<file path="config.mk">
export PLATFORM = sky130hd
export DESIGN_NAME = grc_front
export DESIGN_NICKNAME = d
export VERILOG_FILES = /design/src/sv/grc_pkg.sv /design/src/sv/grc_front.sv
export SDC_FILE = /design/constraint.sdc
export NUM_CORES = 1
export LEC_CHECK = 0
export CORE_MARGIN = 3
export CORE_UTILIZATION = 41
export DETAILED_ROUTE_END_ITERATION = 6
export DONT_BUFFER_PORTS = 1
export GPL_ROUTABILITY_DRIVEN = 0
export PLACE_DENSITY = 0.57
export SYNTH_ARGS = -nofsm -noshare
export SYNTH_HDL_FRONTEND = slang
export SYNTH_SLANG_ARGS = --single-unit
export TNS_END_PERCENT = 20
</file>
<file path="constraint.sdc">
create_clock -name aclk -period 14.25 [get_ports aclk]
set_clock_uncertainty 0.15 [all_clocks]
set_input_delay 1.425 -clock aclk [delete_from_list [all_inputs] [get_ports aclk]]
set_output_delay 1.425 -clock aclk [all_outputs]
set_load 0.02 [all_outputs]
</file>
<file path="src/sv/grc_pkg.sv">
// ----------------------------------------------------------------------------
// grc_pkg
// Shared constants and types of the granule reference counter.
// ----------------------------------------------------------------------------
package grc_pkg;

    localparam int NUM_GRANULES = 1024;
    localparam int GIDX_W       = 10;
    localparam int COUNT_W      = 8;
    localparam logic [COUNT_W-1:0] COUNT_MAX = 8'd255;
    localparam int MAX_SPAN     = 16;

    localparam int ADDR_W = 32;
    localparam int LEN_W  = 21;
    localparam int GRAN_W = 13;
    localparam int STAT_W = 3;

    localparam logic [1:0] REG_BASE  = 2'd0;
    localparam logic [1:0] REG_BYTES = 2'd1;
    localparam logic [1:0] REG_GRAN  = 2'd2;

    localparam logic [STAT_W-1:0] ST_OK      = 3'd0;
    localparam logic [STAT_W-1:0] ST_OUTSIDE = 3'd1;
    localparam logic [STAT_W-1:0] ST_FULL    = 3'd2;
    localparam logic [STAT_W-1:0] ST_ZERO    = 3'd3;
    localparam logic [STAT_W-1:0] ST_SPAN    = 3'd4;

    // classified walk handed from front to back
    typedef struct packed {
        logic              action;
        logic              reject;
        logic [STAT_W-1:0] status;
        logic [GIDX_W-1:0] gs;
        logic [5:0]        count;     // granules to walk, up to 16
        logic [LEN_W-1:0]  cs;        // gs * granule size
    } walk_t;

endpackage

</file>
<file path="src/sv/grc_front.sv">
// ----------------------------------------------------------------------------
// grc_front
// Accepts requests, checks the region and divides by the granule size.
// ----------------------------------------------------------------------------
module grc_front (
    input  logic                          aclk,
    input  logic                          aresetn,
    input  logic                          in_valid,
    output logic                          in_ready,
    input  logic                          action,
    input  logic [grc_pkg::ADDR_W-1:0]    address,
    input  logic [grc_pkg::LEN_W-1:0]     length,
    input  logic [grc_pkg::ADDR_W-1:0]    region_base,
    input  logic [grc_pkg::LEN_W-1:0]     region_bytes,
    input  logic [grc_pkg::GRAN_W-1:0]    gran,
    output logic                          q_valid,
    input  logic                          q_ready,
    output grc_pkg::walk_t                q_data
);
    typedef enum logic [1:0] {F_IDLE, F_DIV, F_CLASS, F_DONE} fstate_t;

    fstate_t                     state_reg;
    logic [grc_pkg::LEN_W:0]     off_reg, end_reg;   // 22 bits
    logic [grc_pkg::LEN_W:0]     rem_a_reg, rem_b_reg;
    logic [grc_pkg::LEN_W:0]     q_a_reg, q_b_reg;
    logic [4:0]                  bit_reg;
    grc_pkg::walk_t              out_reg;

    logic [grc_pkg::GRAN_W-1:0]  g;
    logic [grc_pkg::ADDR_W:0]    diff;
    logic [grc_pkg::LEN_W:0]     end_w;
    logic                        outside, too_long;
    logic [grc_pkg::LEN_W+1:0]   g_w;
    logic [grc_pkg::LEN_W+1:0]   na, nb;
    logic                        qa_bit, qb_bit;
    logic [grc_pkg::LEN_W:0]     ta, tb, ge, span;
    logic [grc_pkg::LEN_W-1:0]   cs_w;
    logic                        span_bad;

    assign g        = (gran == '0) ? grc_pkg::GRAN_W'(1) : gran;
    assign diff     = {1'b0, address} - {1'b0, region_base};
    assign end_w    = diff[grc_pkg::LEN_W:0] + (grc_pkg::LEN_W+1)'(length);
    assign outside  = diff[grc_pkg::ADDR_W] ||
                      (diff[grc_pkg::ADDR_W-1:0] >= grc_pkg::ADDR_W'(region_bytes));
    assign too_long = end_w > (grc_pkg::LEN_W+1)'(region_bytes);

    // restoring division, one quotient bit of both operands per cycle
    always_comb begin
        g_w    = (grc_pkg::LEN_W+2)'(g);
        na     = {rem_a_reg, off_reg[bit_reg]};
        nb     = {rem_b_reg, end_reg[bit_reg]};
        qa_bit = (na >= g_w);
        qb_bit = (nb >= g_w);
        ta = qa_bit ? (grc_pkg::LEN_W+1)'(na - g_w) : (grc_pkg::LEN_W+1)'(na);
        tb = qb_bit ? (grc_pkg::LEN_W+1)'(nb - g_w) : (grc_pkg::LEN_W+1)'(nb);
        // classify the finished quotients: end rounded up
        ge       = q_b_reg + ((rem_b_reg != '0) ? 22'd1 : 22'd0);
        span     = ge - q_a_reg;
        cs_w     = grc_pkg::LEN_W'(q_a_reg * g);
        span_bad = (ge > q_a_reg) && ((span > 22'(grc_pkg::MAX_SPAN)) ||
                                      (ge > 22'(grc_pkg::NUM_GRANULES)));
    end

    assign in_ready = (state_reg == F_IDLE);
    assign q_valid  = (state_reg == F_DONE);
    assign q_data   = out_reg;

    always_ff @(posedge aclk) begin
        if (!aresetn) begin
            state_reg <= F_IDLE;
        end else begin
            unique case (state_reg)
                F_IDLE: if (in_valid) begin
                    out_reg.action <= action;
                    out_reg.reject <= outside || too_long;
                    out_reg.status <= outside  ? grc_pkg::ST_OUTSIDE :
                                      too_long ? grc_pkg::ST_SPAN : grc_pkg::ST_OK;
                    out_reg.gs     <= '0;
                    out_reg.count  <= '0;
                    out_reg.cs     <= '0;
                    off_reg   <= diff[grc_pkg::LEN_W:0];
                    end_reg   <= end_w;
                    rem_a_reg <= '0;
                    rem_b_reg <= '0;
                    q_a_reg   <= '0;
                    q_b_reg   <= '0;
                    bit_reg   <= 5'(grc_pkg::LEN_W);
                    state_reg <= (outside || too_long) ? F_DONE : F_DIV;
                end
                F_DIV: begin
                    rem_a_reg <= ta;
                    rem_b_reg <= tb;
                    q_a_reg   <= {q_a_reg[grc_pkg::LEN_W-1:0], qa_bit};
                    q_b_reg   <= {q_b_reg[grc_pkg::LEN_W-1:0], qb_bit};
                    if (bit_reg == '0) state_reg <= F_CLASS;
                    else               bit_reg <= bit_reg - 5'd1;
                end
                F_CLASS: begin
                    out_reg.gs <= q_a_reg[grc_pkg::GIDX_W-1:0];
                    out_reg.cs <= cs_w;
                    if (span_bad) begin
                        out_reg.reject <= 1'b1;
                        out_reg.status <= grc_pkg::ST_SPAN;
                        out_reg.count  <= '0;
                    end else begin
                        out_reg.count <= (ge > q_a_reg) ? span[5:0] : 6'd0;
                    end
                    state_reg <= F_DONE;
                end
                F_DONE: begin
                    if (q_ready) state_reg <= F_IDLE;
                end
                default: state_reg <= F_IDLE;
            endcase
        end
    end
endmodule

</file>
==> summary.md <==
| Metric | Value |
|---|---|
| Die H | `approximately 230 um` |
| Post-CTS Hold Buffers | `0` |
| Post-CTS resize count | `0` |
| RSZ-0062 raised after global routing | `no` |
| Final-report setup violation count | `0` |
| Ys Warns | `0` |
| Post-CTS Setup Repair Bufs | `0` |
| Area contributors post-synth | `edfxtp_1, fa_1, ha_1, inv_1, nor2_1` |
| Setup WS post-layout | `about 7600 ps` |
| Period Utilization, post-route | `between 40% and 50%` |
| Setup CP Type | `input port to flop` |
| Share of cells above drive strength 1 | `4.29%` |
| Drt pass-1 iters | `5` |
| Number of global-route vias before repair | `15,026` |
| DRC viols | `0` |
| DP HPWL | `40,000 um` |
| Antenna-violating nets left | `0` |
| CORE AREA | `47,100 um2` |
| Clock Sink Count | `180` |
| Synth Instances | `2,155` |
| Initial antenna violation count | `0` |
| Post-synthesis compound-gate area fraction | `12.8%` |
| Final wirelength | `50,100 um` |
| XOR/XNOR share of the synthesized area | `6.04%` |
| CTS tree | `built` |
| Largest family of logic cells by synthesized area | `adder cells` |
| CP top delay family | `compound AO/OA/AOI/OAI gates` |
| Final Total Pwr | `roughly 0.0049 W` |
| CTS root buf | `clkbuf_16` |
| H-tree levels | `4` |
| First-pass GRT wire length | `80,900 um` |
| Fin. max-slew vios | `0` |
| Worst EP arrival | `6620 ps` |
| Max-cap check violation count | `0` |
| Die area | `50,800 um2` |
| Synth top area share | `27.1%` |
| Adder-Cell Fraction of Synth Area | `between 20% and 30%` |
| Yosys cell types | `88` |
| Largest net degree at the start of global routing | `70` |
| Leakage | `9.10 nW` |
| Count leader, synth | `inv_1` |
| Nets@finish | `2,569` |
| Fillcell total | `4,590` |
| CP peak stage delay | `about 600 ps` |
| Ant diodes | `0` |
| Top Ports | `roughly 170` |
| Starting Density | `around two fifths` |
| Via count | `roughly 15,000` |
| Synth-to-Final Area Change | `5.51%` |
| Crit-path cells | `inv_1 > ha_1 > a21o_1 > a2111oi_2 > o2111ai_1 > a31oi_1 > o21ai_0 > xor2_1 > ha_1 > and4_1 > nand4_1 > o221ai_1 > a221o_1 > a2111oi_0 > o211ai_1 > nor3_1 > nand4_1 > nor4b_1 > nand3_1` |
| Cts bufs inserted | `17` |
| Synthesized area | `19,700 um2` |
| All-Layer GR Usage | `between 20 and 25%` |
| IO buf count | `0` |
| EDFF count, synth | `between 150 and 200` |
| Max clock buf depth | `2` |
| Cell taking the most area after synthesis | `edfxtp_1` |
| Avg WL per Cell | `~18 um` |
| Max reg flops | `41` |
| Critical Path Sink Type | `flop` |
| Final hold vios | `0` |
| Place WS | `between 7000 and 8000 ps` |
| DR iter-0 viols | `1,007` |
| Cell Rows | `79` |
| CP max stage cell | `nor4b_1` |
| Status | `completed` |
| GRT overflow | `0` |
| Worst Hold Class | `flop to flop` |
| CP Max Fanout | `5` |
| Die extent in x | `225 um` |
| Simple-gate area share of the yosys netlist | `16.6%` |
| Pwr/cell area | `between 200 and 250 nW/um2` |
| Slew @ Worst Pin | `1170 ps` |
| Final Critical Period | `6610 ps` |
| Mean area per synthesized cell | `9.16 um2` |
| CP bufs+invs | `1` |
| Critical path launch point type | `input port` |
| Req. time, crit path | `14,270 ps` |
| Multiplexer area fraction after synthesis | `3.20%` |
| Yosys reg bits | `180` |
| Peak Freq | `approximately 150 MHz` |
| Register area share after synthesis | `a little over a quarter` |
| Dominant synthesized flop cell | `edfxtp_1` |
| Slew HR | `22.3%` |
| Vias/cell | `5.51` |
| Async S/R FF share, synth | `0%` |
| Maximum vdd drop | `0.000259 V` |
| Commonest cells in the netlist | `inv_1, nor2_1, nand2_1` |
| Setup Total Neg Slack | `0 ps` |
| Clock Latency Late Sink | `approximately 460 ps` |
| Clock slew at reported path FFs | `70 ps` |
## per-stage QoR
stage	hold slack, ps	area, um2	instances	utilization, %
final	422	20800	2730	44.3
after CTS	426	20800	2730	44.3
after global routing	460	20800	2730	44.3
after detailed placement	408	20200	2698	43.0
after global placement	395	20200	2698	43.0
after floorplan	377	19700	2156	-
## path summary, 6_finish.rpt
check	depth (start not counted)	to	slack (ps)	start
hold / removal	1	state_reg[0]	420	state_reg[0]
setup / recovery	19	q_data[40]	7640	region_base[3]
setup reg to reg	19	q_data[20]	8070	q_a_reg[6]
hold reg to reg	1	state_reg[0]	420	state_reg[0]
## final cells by class
class / count / area (um2) / area share [%]
Multi-Input combinational cell: 1590 / 12900 / 61.9
Sequential cell: 180 / 5390 / 25.9
Inverter: 317 / 1190 / 5.72
Tap cell: 607 / 759 / 3.65
Clock buffer: 18 / 429 / 2.06
Clock inverter: 14 / 143 / 0.685
Timing Repair Buffer: 4 / 30.0 / 0.144
## where the power goes
part           switching, W  internal (W)
registers          0.000145      0.000808
logic               0.00200       0.00150
clock network      0.000234      0.000247
## kinds of logic after synthesis
family          Yosys count
flops                   180
xor+xnor                136
mux                      47
other cells               1
simple gates            693
buf+inv                 386
compound gates          377
fa+ha+maj               335
## per-layer routing
layer  GRT usage [%]  vias up  routed length [um]
met5               0        -                   0
met4            7.22        0                1500
met3            3.93       85                2810
met2            32.0      416               23000
met1            27.4     7262               22800
li1                -     7281                   -
## placed cells by master (no fill, tap or decap), types with 32 or more instances in the layout
master	synthesis	final
nand3_1	32	32
nor2_1	229	229
inv_1	314	314
a21o_1	43	43
and2_1	47	45
nor3_1	35	35
a21oi_1	97	97
ha_1	194	194
xor2_1	48	48
fa_1	141	141
xnor2_1	88	88
o21ai_0	71	71
nand2_1	204	204
edfxtp_1	178	178
(Power assumes the default switching activity.)
