--- config.mk ---
export PLATFORM = sky130hd
export DESIGN_NAME = grc_queue
export DESIGN_NICKNAME = d
export VERILOG_FILES = /design/src/sv/grc_pkg.sv /design/src/sv/grc_queue.sv
export SDC_FILE = /design/constraint.sdc
export NUM_CORES = 1
export LEC_CHECK = 0
export ABC_AREA = 0
export BUFFER_PORTS_ARGS = -buffer_cell sky130_fd_sc_hd__buf_2
export CAP_MARGIN = 20
export CORE_ASPECT_RATIO = 0.5
export CORE_MARGIN = 2
export CORE_UTILIZATION = 55
export CTS_BUF_LIST = sky130_fd_sc_hd__clkbuf_16
export CTS_CLUSTER_DIAMETER = 40
export DETAILED_ROUTE_END_ITERATION = 7
export PLACE_DENSITY_LB_ADDON = 0.08
export SYNTH_ARGS = -nofsm -noshare
export SYNTH_HDL_FRONTEND = slang
export SYNTH_SLANG_ARGS = --single-unit
--- constraint.sdc ---
create_clock -name aclk -period 4.8 [get_ports aclk]
set_input_delay 0.72 -clock aclk [delete_from_list [all_inputs] [get_ports aclk]]
set_output_delay 0.72 -clock aclk [all_outputs]
set_load 0.1 [all_outputs]
--- src/sv/grc_pkg.sv ---
// ----------------------------------------------------------------------------
// grc_pkg
// Shared constants and types of the granule reference counter.
// ----------------------------------------------------------------------------
package grc_pkg;

    localparam int NUM_GRANULES = 1024;
    localparam int GIDX_W       = 10;
    localparam int COUNT_W      = 8;
    localparam logic [COUNT_W-1:0] COUNT_MAX = 8'd255;
    localparam int MAX_SPAN     = 16;

    localparam int ADDR_W = 32;
    localparam int LEN_W  = 21;
    localparam int GRAN_W = 13;
    localparam int STAT_W = 3;

    localparam logic [1:0] REG_BASE  = 2'd0;
    localparam logic [1:0] REG_BYTES = 2'd1;
    localparam logic [1:0] REG_GRAN  = 2'd2;

    localparam logic [STAT_W-1:0] ST_OK      = 3'd0;
    localparam logic [STAT_W-1:0] ST_OUTSIDE = 3'd1;
    localparam logic [STAT_W-1:0] ST_FULL    = 3'd2;
    localparam logic [STAT_W-1:0] ST_ZERO    = 3'd3;
    localparam logic [STAT_W-1:0] ST_SPAN    = 3'd4;

    // classified walk handed from front to back
    typedef struct packed {
        logic              action;
        logic              reject;
        logic [STAT_W-1:0] status;
        logic [GIDX_W-1:0] gs;
        logic [5:0]        count;     // granules to walk, up to 16
        logic [LEN_W-1:0]  cs;        // gs * granule size
    } walk_t;

endpackage

--- src/sv/grc_queue.sv ---
// ----------------------------------------------------------------------------
// grc_queue
// Two-entry queue between the front and back parts.
// ----------------------------------------------------------------------------
module grc_queue (
    input  logic           aclk,
    input  logic           aresetn,
    input  logic           wr_valid,
    output logic           wr_ready,
    input  grc_pkg::walk_t wr_data,
    output logic           rd_valid,
    input  logic           rd_ready,
    output grc_pkg::walk_t rd_data
);
    grc_pkg::walk_t mem_reg [2];
    logic           wp_reg, rp_reg;
    logic [1:0]     cnt_reg;
    logic           push, pop;

    assign wr_ready = (cnt_reg != 2'd2);
    assign rd_valid = (cnt_reg != 2'd0);
    assign rd_data  = mem_reg[rp_reg];
    assign push = wr_valid && wr_ready;
    assign pop  = rd_valid && rd_ready;

    always_ff @(posedge aclk) begin
        if (!aresetn) begin
            wp_reg <= 1'b0; rp_reg <= 1'b0; cnt_reg <= '0;
        end else begin
            if (push) wp_reg <= !wp_reg;
            if (pop)  rp_reg <= !rp_reg;
            cnt_reg <= cnt_reg + {1'b0, push} - {1'b0, pop};
        end
        if (push) mem_reg[wp_reg] <= wr_data;
    end

    a_no_overflow: assert property (@(posedge aclk) disable iff (!aresetn)
        cnt_reg <= 2'd2) else $error("queue count overflow");
    a_pop_full: assert property (@(posedge aclk) disable iff (!aresetn)
        (cnt_reg == 2'd0) |-> !pop) else $error("pop from empty queue");
    a_push_ok: assert property (@(posedge aclk) disable iff (!aresetn)
        (cnt_reg == 2'd2) |-> !push) else $error("push into full queue");
endmodule

==> impl_metrics.json, run 1 <==
{
  "final.min_clock_period_ns": 2.764,
  "rows": 19,
  "drt_iter0_markers": 91,
  "clock-sinks": 89,
  "area_delta_synth_final_pct": 23.84,
  "place_inst": 319,
  "combPwrFrac_pct": 37.5,
  "io_pins": 90,
  "power_density_mw_per_mm2": 629.1,
  "post_cts_buffers": 0,
  "grtUsageTotal_pct": 16.38,
  "clk_latency_ns": 0.32,
  "hold_path_class": "flop to flop",
  "ys_ff_latch": 89,
  "fmax_mhz": 361.8,
  "cts_max_path_buffers": 2,
  "synth_edf_count": 84,
  "rsz0062_at_grt": "no",
  "fin_skew_ns": 0.004589,
  "hold_buffers": 0,
  "drc_errors": 0,
  "fillCellCount": 374,
  "worstPathRequired_ns": 4.08,
  "synth_common_cells": "84 x edfxtp_1, 42 x mux2_1, 5 x buf_2, 5 x dfxtp_1, 4 x nor2_1",
  "cp.arrival_ns": 2.04,
  "swShare_pct": 43.43,
  "setup_viol": 0,
  "synth.most_common_cell": "edfxtp_1",
  "met3_length_um": 361,
  "utilization_pct": 72.33,
  "grt_pass1_wl_um": 7997,
  "synth_area_leader_cell": "edfxtp_1",
  "status": "finished clean",
  "antenna_cells": 0,
  "tns_ns": 0,
  "final_nets": 304,
  "die_width_um": 113.4,
  "syn_nets": 208,
  "antenna_found_initial": 0,
  "routed_wl_um": 5014,
  "largest_reg_flops": 84,
  "cp_max_fo": 42,
  "avgSynthCellArea_sq_um": 20.44,
  "die_y_um": 58.70,
  "crit_path_end_kind": "output port",
  "postSynthCellCount": 161,
  "met2WireLength_um": 2590,
  "cts_buffers": 9,
  "h-tree-depth": 3,
  "pwr-share-clk_pct": 23.4,
  "port_buffers": 89,
  "top_layer": "met4",
  "async_flop_share_pct": 0,
  "drv_slew": 0,
  "worst_pin_slew_ns": 1.012,
  "dp_hpwl_um": 3193,
  "cts_resized": 0,
  "synthDistinctLibCells": 24,
  "wl_per_cell_um": 14.97,
  "grt_max_degree": 43,
  "seqPwrFrac_pct": 39.2,
  "core-area_sq_mm": 0.005634,
  "fin_crit_sh_pct": 57.58,
  "wl_met1_um": 2044,
  "total_power_mw": 2.564,
  "synth_top_area_share_pct": 76.65,
  "cts_tree": "built",
  "net-switching-power_mw": 1.113,
  "via_per_inst": 5.167,
  "path_class": "flop to output port",
  "grt_pass1_vias": 1776,
  "cts_root_buf": "clkbuf_16",
  "finalHoldViolations": 0,
  "gr-total-overflow": 0,
  "p_int_mw": 1.450,
  "vias": 1731,
  "initial_core_util_pct": 58.41,
  "drtPass1Iterations": 4,
  "drive_gt1_share_pct": 41.60,
  "synth_area_leaders": "edfxtp_1 77%, mux2_1 14%, dfxtp_1 3.0%",
  "slew_headroom_pct": 32.54,
  "synthFlopType": "edfxtp_1",
  "stdcell_count": 335,
  "ys_seq_area_share_pct": 79.70,
  "timing.hold.ws_ns": 0.5076,
  "clk_pin_slew_ns": 0.06,
  "place.gp.congestion": 0.6762,
  "antenna_left": 0,
  "dieArea_sq_mm": 0.006655,
  "power_leakage_nw": 1.559,
  "synthesis.area_sq_mm": 0.003291,
  "vdd_drop_max_v": 0.0004245,
  "drv_cap": 0,
  "yosysWarnings": 0,
  "critPathLaunchType": "flop"
}
==> cell usage in the layout, fill, tap and decap left out, drive strengths merged <==
master	instances
clkinv	8
buf	90
o21ai	2
nor2b	1
ha	1
nor4bb	1
and2	1
a21bo	1
nor3	1
edfxtp	84
a21oi	1
o21ba	1
nand2b	1
or2	1
nand3b	1
o31a	1
inv	1
clkbuf	9
mux2	42
xor2	1
dfxtp	5
nor4	1
and3	2
nor2	4
nand3	1
==> path summary, 6_finish.rpt <==
path / slack, ns / start / endpoint / depth (start not counted)
max: 2.04 / flop / rd_data[17] / 2
min reg2reg: 0.51 / rp_reg$_SDFFE_PN0P_ / rp_reg$_SDFFE_PN0P_ / 2
max reg2reg: 2.91 / cnt_reg[0]$_SDFF_PN0_ / mem_reg[1][36]$_DFFE_PP_ / 2
min: 0.51 / rp_reg$_SDFFE_PN0P_ / rp_reg$_SDFFE_PN0P_ / 2
==> logic make-up (layout without fill, tap and decap cells) <==
logic type      after synthesis  in the layout  synth area share, %
flops                        89             89                79.70
mux                          42             42                14.37
simple gates                 15             15                2.966
buf+inv                       7            108               0.9886
compound gates                6              6                1.330
fa+ha+maj                     1              1               0.3802
xor+xnor                      1              1               0.2662
==> power groups by stage <==
stage	sequential [mW]	combinational, mW	clock (mW)
2_1_floorplan	0.977	0.878	0
3_3_place_gp	1.02	0.960	0
3_5_place_dp	1.02	0.965	0
4_1_cts	1.01	0.968	0.618
5_1_grt	1.02	0.991	0.650
6_report	1.00	0.961	0.599
==> through the flow <==
stage | cell area (sq um) | setup WS [ns]
2_1_floorplan | 3291 | 1.972
6_report | 4075 | 2.036
3_3_place_gp | 3812 | 2.341
4_1_cts | 4075 | 1.972
3_5_place_dp | 3812 | 2.339
5_1_grt | 4075 | 1.892
==> metal layers <==
| layer | vias up | global-route usage (%) |
|---|---|---|
| li1 | 822 | - |
| met1 | 855 | 18.58 |
| met2 | 52 | 28.66 |
| met3 | 2 | 7.003 |
| met4 | 0 | 5.749 |
| met5 | - | 0 |
==> area by class of cell <==
type	instances	area, sq um	area share [%]
Clock buffer	9	225.2	5.527
Clock inverter	7	37.54	0.9211
Inverter	2	7.507	0.1842
Multi-Input combinational cell	65	636.9	15.63
Sequential cell	89	2624	64.38
Tap cell	73	91.34	2.241
Timing Repair Buffer	90	452.9	11.11
==> critical path, stage by stage, from the launching register on <==
cell and delay, ns:
dfxtp_2 0.97, mux2_1 0.28, buf_2 0.43
(Power assumes the default switching activity.)
==> run 2, diff against run 1 <==
Settings changed: CORE_UTILIZATION 55 to 51.
Clock period 4.8 ns to 2.74 ns, I/O delays scaled along.
==> run 2 against run 1 <==
  * Global-route usage down 0.74 points
  * Clock skew down 0.00097 ns
  * Power up 80%
  * Sequential power up 73%
  * Flip-flop and latch count unchanged
  * Setup slack worse by 1.6 ns
  * Combinational power up 82%
  * Critical endpoint is now rd_data[11]
  * Highest routed layer unchanged
==> impl_metrics.json, run 2 (synthesis gave the netlist of run 1 again) <==
{
  "cts_resized": 0,
  "drv_slew": 0,
  "critPathLaunchType": "flop",
  "vias": 1744,
  "core-area_sq_mm": 0.006156,
  "rows": 20,
  "hold_path_class": "input pin to flop",
  "drive_gt1_share_pct": 42.42,
  "stdcell_count": 352,
  "drtPass1Iterations": 4,
  "pwr-share-clk_pct": 24.8,
  "cts_max_path_buffers": 2,
  "ff2ff_setup_slack_ns": 0.99,
  "cts_buffers": 9,
  "combPwrFrac_pct": 37.9,
  "drc_errors": 0,
  "crit_path_max_incr_delay_ns": 0.65,
  "path_class": "flop to output port",
  "fin_skew_ns": 0.003615,
  "place_inst": 336,
  "rsz0062_at_grt": "no",
  "clk_pin_slew_ns": 0.06,
  "layout_commonest_cell": "buf_2",
  "p_int_mw": 2.657,
  "die_y_um": 60.80,
  "swShare_pct": 42.56,
  "grtUsageTotal_pct": 15.65,
  "antenna_found_initial": 0,
  "total_power_mw": 4.626,
  "finalHoldViolations": 0,
  "cp.arrival_ns": 1.91,
  "post_cts_buffers": 0,
  "timing.hold.ws_ns": 0.2702,
  "final.min_clock_period_ns": 2.317,
  "antenna_left": 0,
  "port_buffers": 89,
  "cts_tree": "built",
  "slew_headroom_pct": 65.35,
  "dp_hpwl_um": 3674,
  "worst_pin_slew_ns": 0.5197,
  "h-tree-depth": 3,
  "power_density_mw_per_mm2": 1109,
  "dieArea_sq_mm": 0.007150,
  "antenna_cells": 0,
  "hold_buffers": 0,
  "mostFrequentLayoutCells": "89 x buf_2, 84 x edfxtp_1, 42 x mux2_1",
  "die_width_um": 117.6,
  "setup_slack_ns": 0.4227,
  "fin_crit_sh_pct": 84.57,
  "power_leakage_nw": 1.589,
  "via_per_inst": 4.955,
  "cp_top_family": "flip-flops",
  "worstPathRequired_ns": 2.33,
  "gr-total-overflow": 0,
  "initial_core_util_pct": 53.46,
  "critPathBufInv": 2,
  "grt_max_degree": 25,
  "vdd_drop_max_v": 0.0006143,
  "crit_path_end_kind": "output port",
  "clk_latency_ns": 0.33,
  "cp_max_fo": 23,
  "crit_path_cell_trace": "buf_12 -> mux2_1 -> buf_2",
  "routed_wl_um": 5263,
  "grt_pass1_vias": 1750,
  "drv_cap": 0,
  "tns_ns": 0,
  "cts_root_buf": "clkbuf_16",
  "clock-sinks": 89,
  "final_nets": 306,
  "fillCellCount": 441,
  "setup_viol": 0,
  "net-switching-power_mw": 1.969,
  "grt_pass1_wl_um": 8045,
  "wl_per_cell_um": 14.95,
  "fmax_mhz": 431.5,
  "area_delta_synth_final_pct": 26.73,
  "drt_iter0_markers": 86,
  "largest_reg_flops": 84,
  "status": "finished clean",
  "io_pins": 90,
  "dpl_worst_slack_ns": 0.7486,
  "place.gp.congestion": 0.6802,
  "crit_slowest_cell": "dfxtp_2",
  "seqPwrFrac_pct": 37.3
}
[run 2: final timing paths]
kind                    startpoint                 endpoint  cells past startpoint
min                     wr_data[5]  mem_reg[1][5]$_DFFE_PP_                      1
min reg2reg    rp_reg$_SDFFE_PN0P_                     flop                      2
max                           flop              rd_data[11]                      3
max reg2reg  cnt_reg[0]$_SDFF_PN0_  mem_reg[1][9]$_DFFE_PP_                      3
[run 2: final cells by class]
class / count / area (sq um) / area share (%)
clock inverter: 7 / 61.31 / 1.470
sequential: 89 / 2624 / 62.92
inverter: 2 / 7.507 / 0.1800
timing repair buffer: 92 / 505.5 / 12.12
clock buffer: 9 / 225.2 / 5.401
tap: 88 / 110.1 / 2.640
multi-input combinational: 65 / 636.9 / 15.27
[run 2: stage by stage]
step           utilization, %  area (sq um)
5_1_grt                 67.74          4170
4_1_cts                 67.74          4170
6_report                67.74          4170
3_3_place_gp            63.09          3884
2_1_floorplan               -          3292
3_5_place_dp            63.09          3884
[run 2: metal layers]
layer,share of wire (%),global-route usage (%)
met2,50,27.66
met1,41,16.70
met3,7.4,7.707
met4,1.3,6.713
met5,0,0
[run 2: power groups by stage]
stage | Sequential (mW) | Combinational (mW) | Clock [mW]
after floorplan | 1.71 | 1.54 | 0
after global placement | 1.75 | 1.75 | 0
after detailed placement | 1.76 | 1.76 | 0
after CTS | 1.73 | 1.77 | 1.17
after global routing | 1.74 | 1.81 | 1.24
final | 1.73 | 1.75 | 1.15
==> run 3, diff against run 2 <==
Settings changed: ABC_AREA 0 to 1, CORE_UTILIZATION 51 to 47.
Clock period 2.74 ns to 2 ns, I/O delays scaled along.
==> run 3 against run 2 <==
  * Setup slack lost 0.35 ns
  * Cell count rose by 4.0%
  * Critical path depth is the same
  * Clock skew rose by 0.00064 ns
  * Cell area increased by 11%
  * Via count shrank 2.5%
  * Die area grew 14%
  * Sequential share of layout area is 6.4 points lower
  * Flip-flop and latch count stayed put
  * Critical path type unchanged
==> impl_metrics.json, run 3 <==
{
  "synth.most_common_cell": "edfxtp_1",
  "synth_area_leaders": "edfxtp_1 73%, mux2_4 17%, dfxtp_1 2.9%",
  "hold_path_class": "input pin to flop",
  "final_nets": 313,
  "yosysWarnings": 0,
  "holdPathStages": 1,
  "cts_resized": 0,
  "drv_slew": 0,
  "via_per_inst": 4.648,
  "clock-sinks": 89,
  "core-area_sq_mm": 0.007239,
  "crit_path_cell_trace": "buf_12 -> mux2_4 -> buf_2",
  "post_cts_buffers": 0,
  "synthFlopType": "edfxtp_1",
  "dieArea_sq_mm": 0.008133,
  "synth_edf_count": 84,
  "area_delta_synth_final_pct": 33.77,
  "postSynthCellCount": 167,
  "grt_pass1_wl_um": 8659,
  "hp-start": "wr_data[40]",
  "fin_skew_ns": 0.004254,
  "place.gp.congestion": 0.7176,
  "grt_max_degree": 43,
  "vias": 1701,
  "r2r_cells": 10,
  "drtPass1Iterations": 4,
  "synthesis.area_sq_mm": 0.003472,
  "use_met3_pct": 6.441,
  "avgSynthCellArea_sq_um": 20.79,
  "mostFrequentLayoutCells": "84 x edfxtp_1, 68 x buf_2, 40 x mux2_4",
  "cts_max_path_buffers": 2,
  "h-tree-depth": 3,
  "antenna_found_initial": 0,
  "async_flop_share_pct": 0,
  "drive_gt1_share_pct": 56.67,
  "grt_use_met1_pct": 17.01,
  "setup_viol": 0,
  "antenna_cells": 0,
  "slew_headroom_pct": 67.32,
  "final.min_clock_period_ns": 1.925,
  "finalHoldViolations": 0,
  "synth_area_leader_cell": "edfxtp_1",
  "io_pins": 90,
  "cts_tree": "built",
  "ys_ff_latch": 89,
  "synth_common_cells": "84 x edfxtp_1, 40 x mux2_4, 11 x nand2_1",
  "largest_reg_flops": 84,
  "clk_latency_ns": 0.32,
  "cp.arrival_ns": 1.63,
  "layout_commonest_cell": "edfxtp_1",
  "die_y_um": 64.78,
  "hold_buffers": 0,
  "path_class": "flop to output port",
  "synth_top_area_share_pct": 72.65,
  "crit_slowest_cell": "buf_2",
  "synthDistinctLibCells": 14,
  "cp_max_fo": 42,
  "routed_wl_um": 5599,
  "cts_root_buf": "clkbuf_16",
  "fin_crit_sh_pct": 96.27,
  "worstPathRequired_ns": 1.70,
  "wl_per_cell_um": 15.30,
  "grt_pass1_vias": 1790,
  "gr-total-overflow": 0,
  "ys_seq_area_share_pct": 75.53,
  "crit_path_max_incr_delay_ns": 0.41,
  "hold_end": "mem_reg[1][40]$_DFFE_PP_",
  "rsz0062_at_grt": "no",
  "rows": 22,
  "syn_nets": 214,
  "ff2ff_setup_slack_ns": 0.41,
  "worst_pin_slew_ns": 0.4936,
  "die_width_um": 125.6,
  "initial_core_util_pct": 47.96,
  "port_buffers": 89,
  "clk_pin_slew_ns": 0.06,
  "met2_usage_pct": 24.46,
  "critPathLaunchType": "flop",
  "drc_errors": 0,
  "r2r_start": "cnt_reg[1]$_SDFF_PN0_",
  "cts_buffers": 9,
  "status": "finished clean",
  "drt_iter0_markers": 107,
  "drv_cap": 0,
  "fmax_mhz": 519.4,
  "grt_busiest_layer": "met2",
  "antenna_left": 0,
  "r2r-end": "cnt_reg[1]$_SDFF_PN0_",
  "grtUsageTotal_pct": 14.47,
  "tns_ns": 0,
  "timing.hold.ws_ns": 0.1615,
  "dp_hpwl_um": 3678,
  "crit_path_end_kind": "output port"
}
==> run 3: cell types whose count changed after synthesis, sizes merged, moves of 2 or more <==
| cell | change |
|---|---|
| and3 | -2 |
| inv | +5 |
| nand2 | +11 |
| nor2 | +5 |
| o21ai | -2 |
==> run 3: cell type report <==
type | count | area (sq um)
Tap cell | 96 | 120.1
Clock inverter | 6 | 51.30
Sequential cell | 89 | 2624
Clock buffer | 9 | 225.2
Inverter | 7 | 26.28
Timing Repair Buffer | 93 | 840.8
Multi-Input combinational cell | 66 | 757.0
Fill cell | 524 | 2595
==> run 3: worst max-delay path by stage <==
stage	from	to	slack (ns)	cells after the start
floorplan	cnt_reg[0]$_SDFF_PN0_	mem_reg[1][0]$_DFFE_PP_	0.07	4
global placement	flop	rd_data[27]	0.42	3
detailed placement	flop	rd_data[27]	0.41	3
CTS	flop	rd_data[27]	0.05	3
global route	flop	rd_data[3]	0.003	3
finish	flop	rd_data[27]	0.07	3
==> run 3: logic make-up after synthesis <==
| group | count (synthesis) | synth area share [%] |
|---|---|---|
| DFF | 89 | 75.53 |
| muxes | 42 | 17.95 |
| and+or+nand+nor | 21 | 2.378 |
| buffers and inverters | 12 | 3.388 |
| AOI/OAI and AO/OA | 1 | 0.1440 |
| xor gates and xnor gates | 1 | 0.2523 |
| adders and majority gates | 1 | 0.3603 |
==> run 3: layer usage <==
layer,vias to the layer above,part of all wire [%]
li1,826,-
met2,52,53
met5,-,0
met4,0,0
met3,0,6.5
met1,823,40
==> run 3: per-stage QoR <==
| stage | setup WS (ns) | cell area [sq um] | util (%) | instances |
|---|---|---|---|---|
| 4_1_cts | 0.05341 | 4644 | 64.15 | 366 |
| 3_3_place_gp | 0.4216 | 4368 | 60.34 | 351 |
| 3_5_place_dp | 0.4113 | 4368 | 60.34 | 351 |
| 5_1_grt | 0.003391 | 4644 | 64.15 | 366 |
| 2_1_floorplan | 0.06928 | 3497 | - | 167 |
| 6_report | 0.07468 | 4644 | 64.15 | 366 |
==> run 3: worst max-delay path, delay by kind of cell (launching register included) <==
family / cells / cell delay, ns
buf+inv: 2 / 0.71
flops: 1 / 0.34
mux: 1 / 0.22
Power of run 3 is left out: the tool's default activity adds up to more than one toggle a clock period on the data nets, which glitch-free logic cannot reach.
